## config.mk

```make
export PLATFORM = sky130hd
export DESIGN_NAME = dlfb_seq
export DESIGN_NICKNAME = d
export VERILOG_FILES = /design/src/design/dlfb_pkg.sv /design/src/design/dlfb_seq.sv
export VERILOG_INCLUDE_DIRS = /design/src /design/src/design
export SDC_FILE = /design/constraint.sdc
export NUM_CORES = 1
export LEC_CHECK = 0
export BUFFER_PORTS_ARGS = -buffer_cell sky130_fd_sc_hd__buf_2
export CAP_MARGIN = 30
export CORE_UTILIZATION = 30
export DETAILED_ROUTE_END_ITERATION = 12
export GPL_TIMING_DRIVEN = 0
export PLACE_DENSITY = 0.63
export RECOVER_POWER = 100
export REMOVE_ABC_BUFFERS = 1
export SLEW_MARGIN = 20
export SYNTH_ARGS = -nofsm -noshare
export SYNTH_HDL_FRONTEND = slang
export SYNTH_SLANG_ARGS = --single-unit
```

## constraint.sdc

```tcl
create_clock -name clk -period 2.39 [get_ports clk]
set_clock_uncertainty 0.15 [all_clocks]
set_input_delay 0.478 -clock clk [delete_from_list [all_inputs] [get_ports clk]]
set_output_delay 0.478 -clock clk [all_outputs]
set_load 0.05 [all_outputs]
```

## src/design/dense_layer_forward_backward_unit_macros.svh

```systemverilog
// ----------------------------------------------------------------------------
// Dense layer unit assertion macros
// Concurrent assertion wrappers, empty when synthesising.
// ----------------------------------------------------------------------------
`ifndef DENSE_LAYER_FORWARD_BACKWARD_UNIT_MACROS_SVH
`define DENSE_LAYER_FORWARD_BACKWARD_UNIT_MACROS_SVH
`ifndef SYNTHESIS
// same-cycle implication
`define DLFB_ASSERT_IMP(lbl, clk, rst, a, b) \
  lbl: assert property (@(posedge clk) disable iff (rst) (a) |-> (b)) \
    else $error("dlfb assertion failed");
// next-cycle implication
`define DLFB_ASSERT_NXT(lbl, clk, rst, a, b) \
  lbl: assert property (@(posedge clk) disable iff (rst) (a) |=> (b)) \
    else $error("dlfb assertion failed");
`else
`define DLFB_ASSERT_IMP(lbl, clk, rst, a, b)
`define DLFB_ASSERT_NXT(lbl, clk, rst, a, b)
`endif
`endif

```

## src/design/dlfb_pkg.sv

```systemverilog
// ----------------------------------------------------------------------------
// dlfb_pkg
// Types, constants and saturation helpers of the dense layer unit.
// ----------------------------------------------------------------------------
`default_nettype none

package dlfb_pkg;

  localparam int NUM_INPUTS  = 64;
  localparam int NUM_NEURONS = 16;
  localparam int FRAC_BITS   = 12;

  localparam int W_DEPTH = NUM_INPUTS * NUM_NEURONS;
  localparam int NI_W    = (NUM_INPUTS > 1) ? $clog2(NUM_INPUTS) : 1;
  localparam int NN_W    = (NUM_NEURONS > 1) ? $clog2(NUM_NEURONS) : 1;
  localparam int WA_W    = (W_DEPTH > 1) ? $clog2(W_DEPTH) : 1;
  localparam int CNT_W   = $clog2(W_DEPTH + 1);

  // command codes
  localparam logic [3:0] FN_WSET = 4'd0;
  localparam logic [3:0] FN_WADD = 4'd1;
  localparam logic [3:0] FN_BSET = 4'd2;
  localparam logic [3:0] FN_BADD = 4'd3;
  localparam logic [3:0] FN_FWD  = 4'd4;
  localparam logic [3:0] FN_BWD  = 4'd5;
  localparam logic [3:0] FN_RDW  = 4'd6;
  localparam logic [3:0] FN_RDB  = 4'd7;
  localparam logic [3:0] FN_CLR  = 4'd8;

  // result kinds
  localparam logic [1:0] KIND_OUT  = 2'd0;
  localparam logic [1:0] KIND_DX   = 2'd1;
  localparam logic [1:0] KIND_DW   = 2'd2;
  localparam logic [1:0] KIND_DB   = 2'd3;

  typedef enum logic [3:0] {
    OP_WSET, OP_WADD, OP_BSET, OP_BADD, OP_FACC, OP_FOUT,
    OP_BACC, OP_BOUT, OP_RDW, OP_RDB, OP_CLR, OP_INIT
  } op_e;

  typedef struct packed {
    logic [3:0]         func;
    logic [5:0]         row;
    logic [3:0]         col;
    logic signed [15:0] value;
    logic               last;
  } cmd_t;

  typedef struct packed {
    logic [1:0]         kind;
    logic [9:0]         index;
    logic signed [31:0] result_value;
    logic               end_of_run;
  } result_t;

  // one sequencer step
  typedef struct packed {
    logic             vld;
    op_e              op;
    logic [CNT_W-1:0] cnt;
  } step_t;

  function automatic logic [WA_W-1:0] waddr(input logic [NI_W-1:0] i,
                                            input logic [NN_W-1:0] j);
    return WA_W'(32'(i) * NUM_NEURONS + 32'(j));
  endfunction

  function automatic logic signed [15:0] sat16(input logic signed [16:0] x);
    if (x[16] != x[15]) return x[16] ? 16'sh8000 : 16'sh7fff;
    return x[15:0];
  endfunction

  function automatic logic signed [39:0] sat40(input logic signed [40:0] x);
    if (x[40] != x[39]) return x[40] ? 40'sh80_0000_0000 : 40'sh7f_ffff_ffff;
    return x[39:0];
  endfunction

  function automatic logic signed [31:0] sat32(input logic signed [40:0] x);
    if (x > 41'sh0_7fff_ffff) return 32'sh7fff_ffff;
    if (x < -41'sh0_8000_0000) return 32'sh8000_0000;
    return x[31:0];
  endfunction

endpackage

`default_nettype wire

```

## src/design/dlfb_seq.sv

```systemverilog
// ----------------------------------------------------------------------------
// dlfb_seq
// Command sequencer: decodes a command into runs of memory steps.
// ----------------------------------------------------------------------------
`default_nettype none
`include "dense_layer_forward_backward_unit_macros.svh"

module dlfb_seq
  import dlfb_pkg::*;
(
  input  wire logic clk,
  input  wire logic rst,
  input  wire logic start,
  input  wire cmd_t cmd,
  output logic      busy,
  output cmd_t      itm,
  output step_t     step
);

  typedef enum logic [2:0] {
    ST_IDLE  = 3'b001,
    ST_RUN   = 3'b010,
    ST_DRAIN = 3'b100
  } state_e;

  state_e           state;
  op_e              op;
  logic [CNT_W-1:0] cnt;
  logic [CNT_W-1:0] nsteps;
  logic             pend;
  op_e              pend_op;
  logic [CNT_W-1:0] pend_n;
  logic             dcnt;

  op_e              dec_op;
  logic [CNT_W-1:0] dec_n;
  logic             dec_go;
  logic             dec_pend;
  op_e              dec_pend_op;
  logic [CNT_W-1:0] dec_pend_n;

  // decode the incoming command
  always_comb begin
    dec_op      = OP_WSET;
    dec_n       = CNT_W'(1);
    dec_go      = 1'b1;
    dec_pend    = 1'b0;
    dec_pend_op = OP_FOUT;
    dec_pend_n  = CNT_W'(NUM_NEURONS);
    unique case (cmd.func)
      FN_WSET: dec_op = OP_WSET;
      FN_WADD: dec_op = OP_WADD;
      FN_BSET: dec_op = OP_BSET;
      FN_BADD: dec_op = OP_BADD;
      FN_FWD: begin
        dec_op   = OP_FACC;
        dec_n    = CNT_W'(NUM_NEURONS);
        dec_pend = cmd.last;
      end
      FN_BWD: begin
        dec_op      = OP_BACC;
        dec_n       = CNT_W'(NUM_INPUTS);
        dec_pend    = cmd.last;
        dec_pend_op = OP_BOUT;
        dec_pend_n  = CNT_W'(NUM_INPUTS);
      end
      FN_RDW: dec_op = OP_RDW;
      FN_RDB: dec_op = OP_RDB;
      FN_CLR: begin
        dec_op = OP_CLR;
        dec_n  = CNT_W'(W_DEPTH);
      end
      default: dec_go = 1'b0;
    endcase
  end

  // hold the accepted command
  always_ff @(posedge clk) begin
    if (start && !busy) begin
      itm <= cmd;
    end
  end

  // run, drain, then take the pending emission run or go idle
  always_ff @(posedge clk) begin
    if (rst) begin
      state   <= ST_RUN;
      op      <= OP_INIT;
      cnt     <= '0;
      nsteps  <= CNT_W'(W_DEPTH);
      pend    <= 1'b0;
      pend_op <= OP_FOUT;
      pend_n  <= '0;
      dcnt    <= 1'b0;
    end else begin
      unique case (state)
        ST_IDLE: begin
          if (start && dec_go) begin
            state   <= ST_RUN;
            op      <= dec_op;
            cnt     <= '0;
            nsteps  <= dec_n;
            pend    <= dec_pend;
            pend_op <= dec_pend_op;
            pend_n  <= dec_pend_n;
          end
        end
        ST_RUN: begin
          cnt <= cnt + 1'b1;
          if (cnt == nsteps - 1'b1) begin
            state <= ST_DRAIN;
            dcnt  <= 1'b0;
          end
        end
        ST_DRAIN: begin
          dcnt <= 1'b1;
          if (dcnt) begin
            if (pend) begin
              state  <= ST_RUN;
              op     <= pend_op;
              nsteps <= pend_n;
              cnt    <= '0;
              pend   <= 1'b0;
            end else begin
              state <= ST_IDLE;
            end
          end
        end
        default: state <= ST_IDLE;
      endcase
    end
  end

  assign busy     = (state != ST_IDLE);
  assign step.vld = (state == ST_RUN);
  assign step.op  = op;
  assign step.cnt = cnt;

  `DLFB_ASSERT_IMP(a_cnt_in_run, clk, rst, state == ST_RUN, cnt < nsteps)
  `DLFB_ASSERT_NXT(a_fwd_runs, clk, rst, start && !busy && cmd.func == FN_FWD, state == ST_RUN)
  `DLFB_ASSERT_NXT(a_run_end_drains, clk, rst, state == ST_RUN && cnt == nsteps - 1'b1, state == ST_DRAIN)

endmodule

`default_nettype wire

```

**Yosys cells after proc, flatten, opt, wreduce, memory -nomap -nowiden**

Cells that the tools add are included.

- Input port bits: 34
- Output and inout port bits: 48
- Word-level logic and storage cells: 75
- Flip-flop bits (word level): 77

- Equality and inequality tests: 17
- Reductions and logical operators: 15
- Multiplexer cells: 28
- $add $sub $neg: 2

Operators by type and width:

| operator | number |
|---|---|
| $mux 11 | 6 |
| $pmux 11 s3 | 2 |
| $pmux 4 s8 | 1 |
| $pmux 11 s2 | 1 |
| $eq 4x3->1 const B | 4 |
| $mux 4 | 3 |
| $add 11x1->11 const B | 1 |
| $eq 11x11->1 | 1 |
| $sub 11x1->11 const B | 1 |
| $mux 3 | 3 |
| $pmux 3 s3 | 1 |
| $reduce_or 9->1 | 1 |
| $eq 4x2->1 const B | 2 |
| $pmux 4 s2 | 1 |
| $reduce_and 4->1 | 2 |
| $mux 7 | 1 |
| $ne 2x2->1 const B | 3 |
| $reduce_and 3->1 | 2 |
| $mux 1 | 5 |
| $eq 4x1->1 const B | 1 |
| $eq 4x4->1 const B | 1 |
| $logic_not 4->1 | 1 |
| $mux 2 | 2 |
| $pmux 1 s2 | 2 |
| other kinds (11) | 14 |

**Longest topological paths before layout**

Gate-level depths: netlist of run 1.

- Word-level depth: 6
- Mapped depth: 8
- Mapped depth without buffers: 6

**Worst setup path before layout of run 1**

OpenSTA, ideal clock, no wires.

- Path type: register to register
- From: reg state[0]
- To: reg itm[0] (netlist name), enable pin
- Required time: 1,847 ps
- Data arrival time: 1,567 ps
- Slack: 281 ps
- Library setup time: 393 ps
- Cell stages (with the launch flop): 3
- Cells stage by stage: dfxtp_1 -> nor3b_2 -> and2_1

- Cells in the longest elaborated chain, start to end: 3

RTL lines:

| item | line | text |
|---|---|---|
| from (decl) | dlfb_seq.sv:26 | `state_e state;` |
| from (signal assigned) | dlfb_seq.sv:87 | `state <= ST_RUN;` |
| from (signal assigned) | dlfb_seq.sv:99 | `state <= ST_RUN;` |
| from (signal assigned) | dlfb_seq.sv:111 | `state <= ST_DRAIN;` |
| $ne 3x1->1 | dlfb_seq.sv:134 | `assign busy = (state != ST_IDLE);` |
| $logic_not 1->1 | dlfb_seq.sv:79 | `if (start && !busy) begin` |
| $logic_and 1x1->1 | dlfb_seq.sv:79 |  |
| to (signal assigned) | dlfb_seq.sv:80 | `itm <= cmd;` |
| to (decl) | dlfb_seq.sv:16 | `output cmd_t itm,` |

No other way between the ends.
A chain may end at the register's enable or synchronous reset.

**Final worst setup path of run 1**

- From: reg state[0]
- To: reg cnt[8]

- Cells in the longest elaborated chain, start to end: 3
- Elaborated cells between the ends (all ways): 9
- Classes of those cells: eq/ne: 6; mux: 1; reduce/logical: 2

RTL lines:

| item | line | text |
|---|---|---|
| $eq 3x3->1 (tied with other cells) | dlfb_seq.sv:96 | `unique case (state)` |
| $ne 2x2->1 (no source line) or $reduce_bool 3->1 (tied branches) | - |  |
| $reduce_and 4->1 (no source line) | - |  |
| to (signal assigned) | dlfb_seq.sv:109 | `cnt <= cnt + 1'b1;` |
| to (decl) | dlfb_seq.sv:28 | `logic [CNT_W-1:0] cnt;` |

Several ways; a longest one is shown, not always the timed one.

==> impl_metrics.yaml, run 1 <==
critical_path:
  r2r_slack_ns: 0.21
  crit_slowest_cell: "or4_1"
  crit_end: "cnt[8]$_SDFFE_PP0P_"
  cp-startpoint: "state[0]$_SDFFE_PP0P_"
  critPathBufInv: 1
  worstSetupEndpointType: "register"
  reg2reg_from: "state[0]$_SDFFE_PP0P_"
  critical_path.max_fanout: 14
  r2r_end: "cnt[8]$_SDFFE_PP0P_"
  worstPathCellList: "nor3b_2, a221oi_2, buf_4, or4_1, a21oi_1"
  cp.required_ns: 2.50
  cpPeakStageDelay_ns: 0.50
  arrival_ns: 2.29
  crit_family: "simple AND/OR/NAND/NOR gates"
  start_kind: "register"
  reg2regPathDepth: 5
  path_class: "reg -> reg"
  cp.depth: 5
yosys:
  ys_top_cells_by_area: "edfxtp_1 (38%), dfxtp_1 (22%), a21oi_1 (3.7%), o31ai_1 (3.1%), or4_1 (2.8%)"
  synthFlopType: "edfxtp_1"
  ys_top_cells_by_count: "edfxtp_1 (31), dfxtp_1 (26), a21oi_1 (18)"
  synthXorXnorAreaFrac_pct: 1.09
  synth_area_um2: 2420
  synth_compound_area_share_pct: 15.3
  ys_warn_count: 0
  synth.largest_area_cell: "edfxtp_1"
  synth_edf_count: 31
  synth_adder_area_share_pct: 1.03
  ys_ff_latch: 57
  yosys.area_share.simple_pct: 19.1
  yosysUniqueCellTypes: 43
  synthCells: 207
  synth_most_common_cell: "edfxtp_1"
  synth_top_family_by_area: "simple AND/OR/NAND/NOR gates"
  ys_seq_area_share_pct: 60.0
  synthArstFlopShare_pct: 0
  yosysTopAreaCellShare_pct: 38.5
  avgSynthCellArea_um2: 11.7
  synth_mux_area_share_pct: 0.828
run_status:
  outcome: "completed"
sta:
  report.final.slew_viol_count: 0
  fin_crit_sh_pct: 91.3
  relSlewSlack_pct: 52.0
  hold_slack_ns: 0.172
  hold_violations: 0
  fmax_ghz: 0.458
  rsz0062_at_grt: "no"
  worstMarginPinSlew_ns: 0.719
  setup_violations: 0
  period_needed_ns: 2.18
global_routing:
  grt_max_degree: 34
  grt_pass1_vias: 1838
  grt_use_total_pct: 13.6
  grt_use_met2_pct: 21.3
  grtUsageMet3_pct: 5.06
  antenna_found_initial: 0
  grt_use_met1_pct: 16.2
  top_usage_layer: "met2"
  grt_pass1_wl_um: 8760
  grt-ovfl-total: 0
route:
  drc: 0
  ant_nets: 0
  wl_per_cell_um: 13.9
  via_per_inst: 4.96
  vias: 1978
  drt_iter0_markers: 152
  first_pass_iters: 4
  drt-total-wl_um: 5560
cts:
  clock-sinks: 57
  cts_buffers: 9
  postCtsSetupRepairBufs: 0
  clk_pin_slew_ns: 0.07
  clk_path_buf_depth: 2
  clock_latency_ns: 0.34
  htreeDepth: 3
  cts_resized: 0
  holdBufCountCts: 0
  clockRootBuffer: "clkbuf_8"
  cts_tree: "yes"
layout:
  insertedDiodeCount: 0
  drive_gt1_share_pct: 17.2
  stdcell_area_um2: 3070
  postLayoutCoreUtil_pct: 39.5
  area.growth.synth_to_final_pct: 26.8
  num-fill-cells: 770
  fin_nets: 328
die:
  dieArea_um2: 8430
  dieWidth_um: 91.8
  num_rows: 32
  core-area_um2: 7770
  initial_core_util_pct: 31.1
  io_pins: 82
  dieHeight_um: 91.8
flow_run:
  maxCapViolations: 0
place:
  dp.final_hpwl_um: 3900
  placed_area_um2: 2920
  io_buffers: 81
  place_congestion: 0.805
power:
  powerDensity_nw_per_um2: 728
  leakage_nw: 1.03
  peakVddDrop_uv: 242
worst_hold_path:
  hold_path.class: "in -> reg"
sequential cells by signal, indices dropped and copies added (netlist names):
| register | cells |
|---|---|
| pend_n | 2 |
| dcnt | 1 |
| nsteps | 4 |
| pend | 1 |
| op | 4 |
| itm | 31 |
| cnt | 11 |
| state | 3 |
cell families after synthesis:
group	Yosys count
flops	57
buf+inv	15
fa+ha+maj	2
simple gates	77
mux	2
compound gates	51
xor+xnor	3
metrics by stage:
stage / cells / power [mW] / TNS, ns / worst slack [ns]
after floorplan: 199 / 1.22 / 0 / 0.281
after global placement: 382 / 1.30 / -4.93 / -0.143
after detailed placement: 383 / 1.31 / 0 / 0.0475
after CTS: 399 / 2.26 / 0 / 0.156
after global routing: 399 / 2.32 / 0 / 0.0396
final: 399 / 2.23 / 0 / 0.209
how the worst min path moves through the flow:
| stage | start | endpoint | slack, ns | depth (start not counted) |
|---|---|---|---|---|
| floorplan | pend_n[6]$_SDFFE_PP0P_ | pend_n[6]$_SDFFE_PP0P_ | 0.29 | 2 |
| global placement | pend_n[6]$_SDFFE_PP0P_ | pend_n[6]$_SDFFE_PP0P_ | 0.31 | 2 |
| detailed placement | pend_n[6]$_SDFFE_PP0P_ | pend_n[6]$_SDFFE_PP0P_ | 0.32 | 2 |
| CTS | cmd[19] | itm[19]$_DFFE_PP_ | 0.16 | 1 |
| global route | cmd[8] | itm[8]$_DFFE_PP_ | 0.16 | 1 |
| finish | cmd[12] | itm[12]$_DFFE_PP_ | 0.17 | 1 |
cells in the final DEF, fill, tap and decap left out, types with 3 or more instances in the layout:
| master | Yosys | routed |
|---|---|---|
| xnor2_1 | 3 | 3 |
| clkbuf_1 | 3 | 52 |
| a21oi_1 | 18 | 18 |
| buf_2 | 5 | 27 |
| or3_1 | 3 | 4 |
| inv_1 | 7 | 7 |
| o21ai_0 | 3 | 3 |
| o31ai_1 | 10 | 10 |
| nand2_1 | 9 | 9 |
| and4_1 | 4 | 4 |
| dfxtp_1 | 26 | 26 |
| clkbuf_8 | 0 | 9 |
| edfxtp_1 | 31 | 31 |
| nand4_1 | 3 | 3 |
| or4_1 | 9 | 9 |
| nand2b_1 | 4 | 4 |
| nor2b_1 | 3 | 3 |
| nor2_1 | 9 | 9 |
| nand3_1 | 9 | 9 |
| nor3_1 | 8 | 8 |
layout make-up:
| type | instances | area, um2 | share of cell area (%) |
|---|---|---|---|
| sequential | 57 | 1450 | 47.3 |
| multi-input combinational | 135 | 906 | 29.5 |
| timing repair buffer | 82 | 348 | 11.3 |
| tap | 102 | 128 | 4.16 |
| clock buffer | 9 | 124 | 4.04 |
| clock inverter | 7 | 85.1 | 2.77 |
| inverter | 7 | 26.3 | 0.856 |
metal layers:
layer	up-vias	routed length (um)	part of all wire, %
met2	81	2410	43
met3	5	501	9.0
met4	0	85	1.5
li1	989	-	-
met5	-	0	0
met1	903	2570	46
where the power goes:
group	total, mW	internal (mW)	switching [mW]
Clock	0.946	0.575	0.371
Combinational	0.213	0.0648	0.148
Sequential	1.07	1.05	0.0235
Total	2.23	1.69	0.543
Note: power is estimated with default switching activity, not from simulation.
==> inputs of run 2 (changes only) <==
Settings changed: REMOVE_ABC_BUFFERS 1 to unset.
==> impl_metrics.yaml, run 2 (same netlist as run 1, synthesis figures left out) <==
place:
  place_congestion: 0.785
  io_buffers: 81
  dp.cells: 391
  dp.final_hpwl_um: 4080
  placed_area_um2: 2980
  pre_cts_slack_ns: 0.157
critical_path:
  cp.depth: 3
  path_class: "reg -> reg"
  worstPathCellList: "nor3b_2, and2_1, buf_16"
  crit_family: "simple AND/OR/NAND/NOR gates"
  reg2regPathDepth: 3
  arrival_ns: 2.06
  worstSetupEndpointType: "register"
  r2r_end: "itm[11]$_DFFE_PP_"
  crit_slowest_cell: "and2_1"
  critical_path.max_fanout: 22
  cp-startpoint: "state[0]$_SDFFE_PP0P_"
  crit_end: "itm[11]$_DFFE_PP_"
  critPathBufInv: 1
  cpPeakStageDelay_ns: 0.65
  r2r_slack_ns: 0.22
  cp.required_ns: 2.28
  start_kind: "register"
  reg2reg_from: "state[0]$_SDFFE_PP0P_"
layout:
  fin_nets: 336
  drive_gt1_share_pct: 18.0
  largest_register_ffs: 31
  multiInputGateArea_um2: 893
  postLayoutCoreUtil_pct: 40.1
  layout_common_cells: "clkbuf_1 (54), buf_2 (33), edfxtp_1 (31), dfxtp_1 (26), a21oi_1 (18)"
  mostFrequentLayoutCell: "clkbuf_1"
  top_register: "itm"
  top_regs: "itm: 31 flops, cnt: 11 flops"
  stdcell_area_um2: 3120
  final_cells: 407
  area.growth.synth_to_final_pct: 28.8
  insertedDiodeCount: 0
  num-fill-cells: 821
  seqCellArea_um2: 1450
sta:
  relSlewSlack_pct: 53.6
  setup_violations: 0
  fmax_ghz: 0.460
  hold_violations: 0
  rsz0062_at_grt: "no"
  worstMarginPinSlew_ns: 0.696
  fin_crit_sh_pct: 90.9
  period_needed_ns: 2.17
  report.final.slew_viol_count: 0
  setup_ws_ns: 0.217
die:
  dieWidth_um: 91.8
  initial_core_util_pct: 31.1
  core-area_um2: 7770
  dieArea_um2: 8430
  dieHeight_um: 91.8
  num_rows: 32
  io_pins: 82
route:
  drt-total-wl_um: 5810
  drc: 0
  via_per_inst: 5.02
  wl_per_cell_um: 14.3
  first_pass_iters: 4
  ant_nets: 0
  drt_iter0_markers: 54
  vias: 2045
cts:
  clockRootBuffer: "clkbuf_8"
  holdBufCountCts: 0
  postCtsSetupRepairBufs: 0
  clock-sinks: 57
  clk_path_buf_depth: 2
  cts_tree: "yes"
  cts_buffers: 9
  htreeDepth: 3
  cts_resized: 0
  clock_latency_ns: 0.34
  clk_pin_slew_ns: 0.07
power:
  powerDensity_nw_per_um2: 724
  peakVddDrop_uv: 424
  leakage_nw: 1.07
  total_power_mw: 2.26
global_routing:
  grt_use_total_pct: 14.7
  grt_max_degree: 23
  antenna_found_initial: 0
  grt-ovfl-total: 0
  grt_pass1_vias: 1971
  grt_pass1_wl_um: 9490
flow_run:
  maxCapViolations: 0
worst_hold_path:
  hold_path.class: "in -> reg"
yosys:
  synth_fp_nets: 243
run_status:
  outcome: "completed"
run 2: worst min path at each step:
stage                                      start                     end  slack, ns  cells past startpoint
after detailed placement      op[3]$_SDFFE_PP1P_      op[3]$_SDFFE_PP1P_       0.33                      1
final                                    cmd[10]       itm[10]$_DFFE_PP_       0.16                      1
after global placement    pend_n[6]$_SDFFE_PP0P_  pend_n[6]$_SDFFE_PP0P_       0.32                      2
after floorplan           pend_n[6]$_SDFFE_PP0P_  pend_n[6]$_SDFFE_PP0P_       0.30                      2
after CTS                                cmd[17]       itm[17]$_DFFE_PP_       0.14                      1
after global routing                     cmd[17]       itm[17]$_DFFE_PP_       0.14                      1
run 2: through the flow:
| step | setup TNS, ns | hold slack, ns |
|---|---|---|
| 2_1_floorplan | 0 | 0.300 |
| 4_1_cts | 0 | 0.139 |
| 6_report | 0 | 0.163 |
| 3_5_place_dp | 0 | 0.330 |
| 5_1_grt | 0 | 0.138 |
| 3_3_place_gp | -5.74 | 0.320 |
run 2: worst reg2reg max path: stages (launching register included):
cell and delay (ns):
dfxtp_1 0.40, nor3b_2 0.42, and2_1 0.65, buf_16 0.25
run 2: layout make-up:
| type | count | area share (%) |
|---|---|---|
| timing repair buffer | 82 | 11.9 |
| tap | 102 | 4.10 |
| multi-input combinational | 135 | 28.7 |
| clock buffer | 10 | 4.10 |
| buffer | 8 | 1.16 |
| inverter | 7 | 0.843 |
| sequential | 57 | 46.6 |
| clock inverter | 6 | 2.65 |
run 2: power breakdown:
group / internal (mW) / switching [mW]
sequential: 1.05 / 0.0223
clock: 0.581 / 0.387
combinational: 0.0673 / 0.148
total: 1.70 / 0.557
run 2: metal layers:
| metal | share of wire, % | track usage [%] | wire length, um |
|---|---|---|---|
| met5 | 0 | 0 | 0 |
| met3 | 7.6 | 5.80 | 444 |
| met1 | 45 | 17.5 | 2620 |
| met4 | 2.3 | 7.16 | 133 |
| met2 | 45 | 23.0 | 2610 |
==> inputs of run 3 (changes only) <==
Settings changed: BUFFER_PORTS_ARGS -buffer_cell sky130_fd_sc_hd__buf_2 to -buffer_cell sky130_fd_sc_hd__buf_4.
==> impl_metrics.yaml, run 3 (same netlist as run 1, synthesis figures left out) <==
power:
  pwr-share-seq_pct: 47.6
  clock_power_share_pct: 42.4
  combinationalPowerShare_pct: 10.1
  p_switching_mw: 0.544
  powerDensity_nw_per_um2: 706
  p_int_mw: 1.71
  total_power_mw: 2.25
  leakage_nw: 1.09
  peakVddDrop_uv: 311
  switching_share_pct: 24.1
die:
  dieHeight_um: 91.8
  initial_core_util_pct: 31.1
  num_rows: 32
  dieArea_um2: 8430
  dieWidth_um: 91.8
  io_pins: 82
  core-area_um2: 7770
sta:
  period_needed_ns: 2.15
  fmax_ghz: 0.466
  setup_ws_ns: 0.245
  setup_violations: 0
  relSlewSlack_pct: 55.6
  hold_violations: 0
  rsz0062_at_grt: "no"
  fin_crit_sh_pct: 89.8
  report.final.slew_viol_count: 0
  tns_ns: 0
  worstMarginPinSlew_ns: 0.668
global_routing:
  grt_max_degree: 23
  grt_use_total_pct: 14.1
  antenna_found_initial: 0
  grt_pass1_vias: 1955
  grt-ovfl-total: 0
  grt_pass1_wl_um: 9210
route:
  drc: 0
  drt-total-wl_um: 5620
  wl_per_cell_um: 13.8
  vias: 1995
  ant_nets: 0
  via_per_inst: 4.90
  drt_iter0_markers: 40
  first_pass_iters: 4
layout:
  insertedDiodeCount: 0
  seqCellArea_um2: 1450
  area.growth.synth_to_final_pct: 32.0
  stdcell_area_um2: 3190
  mostFrequentLayoutCell: "clkbuf_1"
  largest_register_ffs: 31
  num-fill-cells: 841
  top_register: "itm"
  layout_common_cells: "clkbuf_1 (55), edfxtp_1 (31), clkbuf_4 (27), dfxtp_1 (26), a21oi_1 (18)"
  top_regs: "itm: 31 flops, cnt: 11 flops"
  multiInputGateArea_um2: 898
  fin_nets: 336
  drive_gt1_share_pct: 18.0
run_status:
  outcome: "completed"
critical_path:
  reg2reg_from: "state[0]$_SDFFE_PP0P_"
  critical_path.max_fanout: 10
  cp.required_ns: 2.45
  r2r_slack_ns: 0.24
  start_kind: "register"
  r2r_end: "cnt[4]$_SDFFE_PP0P_"
  worstSetupEndpointType: "register"
  path_class: "reg -> reg"
  reg2regPathDepth: 6
  arrival_ns: 2.20
cts:
  clock_latency_ns: 0.32
  clk_pin_slew_ns: 0.06
  htreeDepth: 3
  clockRootBuffer: "clkbuf_8"
  clock-sinks: 57
  holdBufCountCts: 0
  cts_resized: 0
  postCtsSetupRepairBufs: 0
  clk_path_buf_depth: 2
  cts_buffers: 9
  cts_tree: "yes"
place:
  pre_cts_slack_ns: 0.134
  placed_area_um2: 3180
  place_congestion: 0.802
  io_buffers: 81
  dp.final_hpwl_um: 4090
worst_hold_path:
  whs_path_depth: 1
  worstHoldStart: "cmd[12]"
  hold_path.class: "in -> reg"
  whs_endpoint: "itm[12]$_DFFE_PP_"
yosys:
  synth_fp_nets: 243
flow_run:
  maxCapViolations: 0
-- run 3: cell count changes in the layout (fill, tap and decap cells not counted) --
cell      delta
or3_4        +1
or3_1        -1
buf_4        +2
buf_2       -30
clkbuf_4    +27
clkbuf_1     +1
-- run 3: area by class of cell --
cell class              count  area share (%)
well taps                 102            4.00
flip-flops and latches     57            45.5
clock buffers              10            4.00
inverters                   7           0.823
clock inverters             6            2.59
multi-input cells         135            28.1
plain buffers               8            1.10
repair buffers             82            13.9
-- run 3: per-stage QoR --
step,utilization (%),instances,hold slack [ns]
final,41.1,407,0.198
after global routing,41.1,407,0.174
after CTS,43.7,407,0.152
after detailed placement,41.0,391,0.333
after global placement,40.6,390,0.319
after floorplan,-,207,0.300
-- run 3: power by group through the flow --
stage	Clock [mW]	Sequential, mW	Combinational, mW
after floorplan	0	1.14	0.0983
after global placement	0	1.09	0.240
after detailed placement	0	1.09	0.246
after CTS	0.991	1.07	0.248
after global routing	1.03	1.08	0.246
final	0.955	1.07	0.227
-- run 3: layer usage --
layer	GRT usage (%)	vias to the layer above	wire length [um]
met3	3.23	7	272
met2	22.7	62	2570
met4	6.64	0	69
met5	0	-	0
li1	-	1006	-
met1	17.8	920	2710
-- run 3: worst max-delay path by stage --
stage | from | to | slack [ns] | cells past startpoint
floorplan | state[0]$_SDFFE_PP0P_ | itm[0]$_DFFE_PP_ | 0.28 | 2
finish | state[0]$_SDFFE_PP0P_ | cnt[4]$_SDFFE_PP0P_ | 0.24 | 6
global placement | state[0]$_SDFFE_PP0P_ | itm[10]$_DFFE_PP_ | -0.18 | 2
global route | state[2]$_SDFFE_PP0P_ | cnt[5]$_SDFFE_PP0P_ | 0.07 | 5
CTS | state[2]$_SDFFE_PP0P_ | cnt[4]$_SDFFE_PP0P_ | 0.28 | 5
detailed placement | cmd[27] | cnt[8]$_SDFFE_PP0P_ | 0.13 | 6
-- run 3: worst max-delay path, cell delays in order (launching register included) --
cell	delay, ns
dfxtp_1	0.40
nor3b_2	0.39
and3_1	0.21
clkbuf_1	0.34
or3_1	0.22
clkbuf_2	0.24
a21oi_1	0.07
